## config.mk

```make
export PLATFORM = sky130hd
export DESIGN_NAME = lqr_mem
export DESIGN_NICKNAME = d
export VERILOG_FILES = /design/src/rtl/lqr_pkg.sv /design/src/rtl/lqr_mem.sv
export SDC_FILE = /design/constraint.sdc
export NUM_CORES = 2
export LEC_CHECK = 0
export BUFFER_PORTS_ARGS = -buffer_cell sky130_fd_sc_hd__buf_2
export CAP_MARGIN = 30
export CORE_ASPECT_RATIO = 0.75
export CORE_MARGIN = 3
export CORE_UTILIZATION = 62
export DETAILED_ROUTE_END_ITERATION = 6
export PLACE_DENSITY = 0.78
export SLEW_MARGIN = 20
export SYNTH_ARGS = -nofsm -noshare
export SYNTH_HDL_FRONTEND = slang
export SYNTH_SLANG_ARGS = --single-unit
```

## constraint.sdc

```tcl
create_clock -name i_clk -period 4.1 [get_ports i_clk]
set_input_delay 0 -clock i_clk [delete_from_list [all_inputs] [get_ports i_clk]]
set_output_delay 0 -clock i_clk [all_outputs]
set_load 0.005 [all_outputs]
```

## src/rtl/lqr_pkg.sv

```systemverilog
// shared constants for the linear queue with reverse
package lqr_pkg;

    localparam int LQR_DEPTH = 128;
    localparam int WORD_W    = 32;

    localparam logic [1:0] OP_ENQ = 2'd0;
    localparam logic [1:0] OP_DEQ = 2'd1;
    localparam logic [1:0] OP_REV = 2'd2;

    localparam logic [1:0] ST_OK    = 2'd0;
    localparam logic [1:0] ST_FULL  = 2'd1;
    localparam logic [1:0] ST_EMPTY = 2'd2;

endpackage

```

## src/rtl/lqr_mem.sv

```systemverilog
// word store: one write port, one registered read port
module lqr_mem
    import lqr_pkg::*;
#(
    parameter int DEPTH = LQR_DEPTH
) (
    input  logic                     i_clk,
    input  logic                     i_we,
    input  logic [$clog2(DEPTH)-1:0] i_waddr,
    input  logic [WORD_W-1:0]        i_wdata,
    input  logic [$clog2(DEPTH)-1:0] i_raddr,
    output logic [WORD_W-1:0]        o_rdata
);

    logic [WORD_W-1:0] r_mem [DEPTH];
    logic [WORD_W-1:0] r_rdata;

    always_ff @(posedge i_clk) begin
        if (i_we) begin
            r_mem[i_waddr] <= i_wdata;
        end
        r_rdata <= r_mem[i_raddr];
    end

    assign o_rdata = r_rdata;

endmodule

```

* Word-level counts from Yosys, hierarchy flattened
Memories as Yosys holds them, arrays and structs flattened. A register that Yosys moved wholly into a read port is not among the register bits.
Index checks and enable logic that the tools add are counted.
W data, S select, Z words.
** Cells by class
- Multiplexer cells :: 2
** Operators with widths (number)
- $mux W1 :: 2
** Word-level totals
- RAM bits :: 4096
- Input port bits :: 48
- Flip-flop bits (word level) :: 0
- Output and inout bits :: 32
- Memories :: 1
** Memories
- r_mem :: depth 128, width 32, read ports 1, clocked after memory_dff 1, wr ports 1, RTL line lqr_mem.sv:15 : logic [WORD_W-1:0] r_mem [DEPTH];

* Logic depth before layout (Yosys ltp)
- Depth in word-level cells :: 2
- Mapped depth :: 8

* Least setup slack after synthesis
OpenSTA, ideal clock, no wires.
- Path kind :: input to register
- Start point :: input i_we
- End point :: memory r_mem[98][0], enable pin
- Setup slack :: 0.861 ns
- Buffers on the path :: 1
- Arrival :: 2.778 ns
- Cell stages on the path :: 3
- Required time :: 3.639 ns
- Path through :: clkbuf_1 > nand4_1 > nor3_1
** Between the ends
- Longest elaborated chain between the ends :: 2
** Ends and longest elaborated chain
- from (decl) :: RTL line lqr_mem.sv:8 : input logic i_we,
- $mux W1 :: RTL line lqr_mem.sv:19 : if (i_we) begin
- $mux W1 (not written as such) :: RTL line lqr_mem.sv:20 : r_mem[i_waddr] <= i_wdata;
- to (decl) :: RTL line lqr_mem.sv:15
Every way passes these cells.

==> qor.txt <==
outcome: completed
HP Class: primary input to flop
sequential fraction of the synthesis area: 79.12%
Clk pwr share: 39.9%
1st-iter DRT viols: 16.06k
most frequent cells after synthesis: 4,096 x edfxtp_1, 1,344 x mux4_2, 182 x clkbuf_1
Tot GR Track Use: 36.70%
die height: 440.8 um
Final setup violation count: 0
Final nets: 6,562
syn avg cell area: 26.09 um^2
Most used DFF post-synth: edfxtp_1
Final Util: 70.86%
Final Slew Violations: 0
#FFs+latches synth: 4,128
largest net degree at the start of global routing: 98
pwr dens: 488.0 nW/um^2
layout cells sized above 1: 36.02%
initial core utilization: 62.79%
WL final: 474.3 mm
kind of critical path: flop to flop
pre-CTS worst setup slack: 643.4 ps
final setup TNS: 0 ps
Worst Setup End Kind: flop
row count: 158
Fin. Hold Viols: 0
Crit path max-delay family: multiplexers
first-pass GRT wire length: 639.4 mm
TritonCTS clock tree: yes
clk_lat worst skew: 920 ps
Pint: 66.93 mW
DR vias: 79.12k
worst path bufs/invs: 1
Ys Warns: 0
count leader, synth: edfxtp_1
grt ovf: 0
arrival time at the worst endpoint: 4030 ps
EDFF count, synth: 4,096
initial antenna violation count: 71
Cell Chain, Critical Path: mux4_2 > mux4_2 > mux4_2 > mux2_2 > dlygate4sd3_1
worst vdd ir: 683.6 uV
Initial DRT Pass Iterations: 6
Die Width: 585.7 um
setup bufs post-CTS: 0
vias in the first global route: 77.41k
Area Growth Syn to Fin: 12.86%
core footprint: 248,900 um^2
slowest stage cell, crit path: mux4_2
hold buffers post-CTS: 42
top cells by area, synth: edfxtp_1 79%, mux4_2 19%, clkbuf_1 0.44%
CP Launch Type: flop
Switching Share: 22.23%
CP max FO: 2
Worst-Margin Slew: 1121 ps
PnR worst setup slack: 864.3 ps
LEAKAGE: 54.25 nW
vias per inst: 7.824
biggest area consumer among synthesized cells: edfxtp_1
combinational share of power: 5.7%
Syn Nets: 6,038
Die ar.: 258,200 um^2
clock sink count: 4,128
final RePlAce weighted congestion: 0.8437
cell mode on critical path: mux4_2
Reg power frac: 54.3%
worst-case reg-to-reg path depth: 5
IO Pins: 80
Slew HR: 25.24%
clock buffer depth: 4
RSZ-0062 raised after global routing: no
Max-cap violations: 0
fin crit share: 78.92%
max incr delay on CP: 680 ps
hold path depth: 2
cell depth of the worst setup path: 5
final setup skew: 35.94 ps
input/output buffers: 79
Mapped Cells: 5,990
Sw Pwr: 19.14 mW
overall power: 86.07 mW
fraction of registers with async set/reset: 0%
Req. time, crit path: 4890 ps
CTS Buf Count: 363
# resized after CTS: 0
clk slew on worst S/H paths: 70 ps
clock period minus worst slack: 3236 ps
Yosys cell types: 17
Mapped Area: 156,300 um^2
DRC errors left: 0
HPWL Detailed: 234.4 mm
H-tree depth: 5
wire per inst: 46.90 um
highest achievable clock rate: 0.3091 GHz
DRT antenna net count: 0
clock root buffer master: clkbuf_16
area share of the largest cell type after synthesis: 78.71%
## state kept, by name, summed over array words and instances (netlist names)
signal / cells
r_mem: 4096
o_rdata: 32
## through the flow
step	std cells	hold slack (ps)	area, um^2
5_1_grt	10080	33.19	176300
6_report	10110	71.78	176400
4_1_cts	10060	17.93	176000
3_5_place_dp	9371	404.6	164100
3_3_place_gp	9368	386.6	164100
2_1_floorplan	5990	98.87	156300
## per-layer routing
metal | up-vias | global-route usage [%] | routed length (um)
met3 | 1528 | 14.81 | 80830
met2 | 8971 | 54.02 | 219100
met5 | - | 0 | 402
li1 | 27430 | - | -
met1 | 41140 | 49.14 | 147600
met4 | 52 | 16.36 | 26420
## final timing paths
kind / slack, ps / start / end
max: 860 / r_mem[63][15] / o_rdata[15]
min: 70 / i_wdata[8] / r_mem[45][8]
max reg2reg: 860 / r_mem[63][15] / o_rdata[15]
min reg2reg: 1170 / r_mem[125][16] / o_rdata[16]
## cells in the final DEF (no fill, tap or decap), types with 4 or more instances in the layout
cell           count
edfxtp_1        4096
mux4_2          1344
clkbuf_16        371
buf_4            286
nor2_4           119
buf_12            87
clkbuf_1          71
clkinv_2          69
clkinv_1          69
dlygate4sd3_1     45
buf_2             40
diode_2           36
mux2_2            32
dfxtp_1           32
bufinv_16         27
clkinvlp_4        13
nand2_1           11
clkbuf_8          10
nor3_2             9
nand3_1            8
inv_6              8
nor2b_1            7
buf_6              7
buf_8              6
clkinv_8           5
nand3_2            4
buf_16             4
## worst reg2reg max path: cells and delay by family (launching register included)
family,cells,cell delay [ps]
buf+inv,1,570
flops,1,390
mux,4,2170
## logic make-up after synthesis
family | after synthesis | share of synthesized area (%)
and+or+nand+nor | 170 | 0.4460
muxes | 1376 | 19.60
buffers and inverters | 316 | 0.8391
DFF | 4128 | 79.12
## final cells by class
type                       instances  area [um^2]
fill                           12840        72520
sequential                      4128       123600
timing repair buffer             475         4818
multi-input combinational       1546        32290
antenna                           36        90.09
clock buffer                     452         9688
tap                             3280         4104
clock inverter                   195         1742
## power by group through the flow
| stage | clock [mW] | combinational, mW | sequential [mW] |
|---|---|---|---|
| 5_1_grt | 35.8 | 5.01 | 46.7 |
| 3_5_place_dp | 0 | 4.54 | 47.7 |
| 3_3_place_gp | 0 | 4.41 | 47.7 |
| 6_report | 34.3 | 4.94 | 46.8 |
| 2_1_floorplan | 0 | 2.25 | 47.6 |
| 4_1_cts | 34.3 | 4.72 | 46.8 |
(Power assumes the default switching activity.)
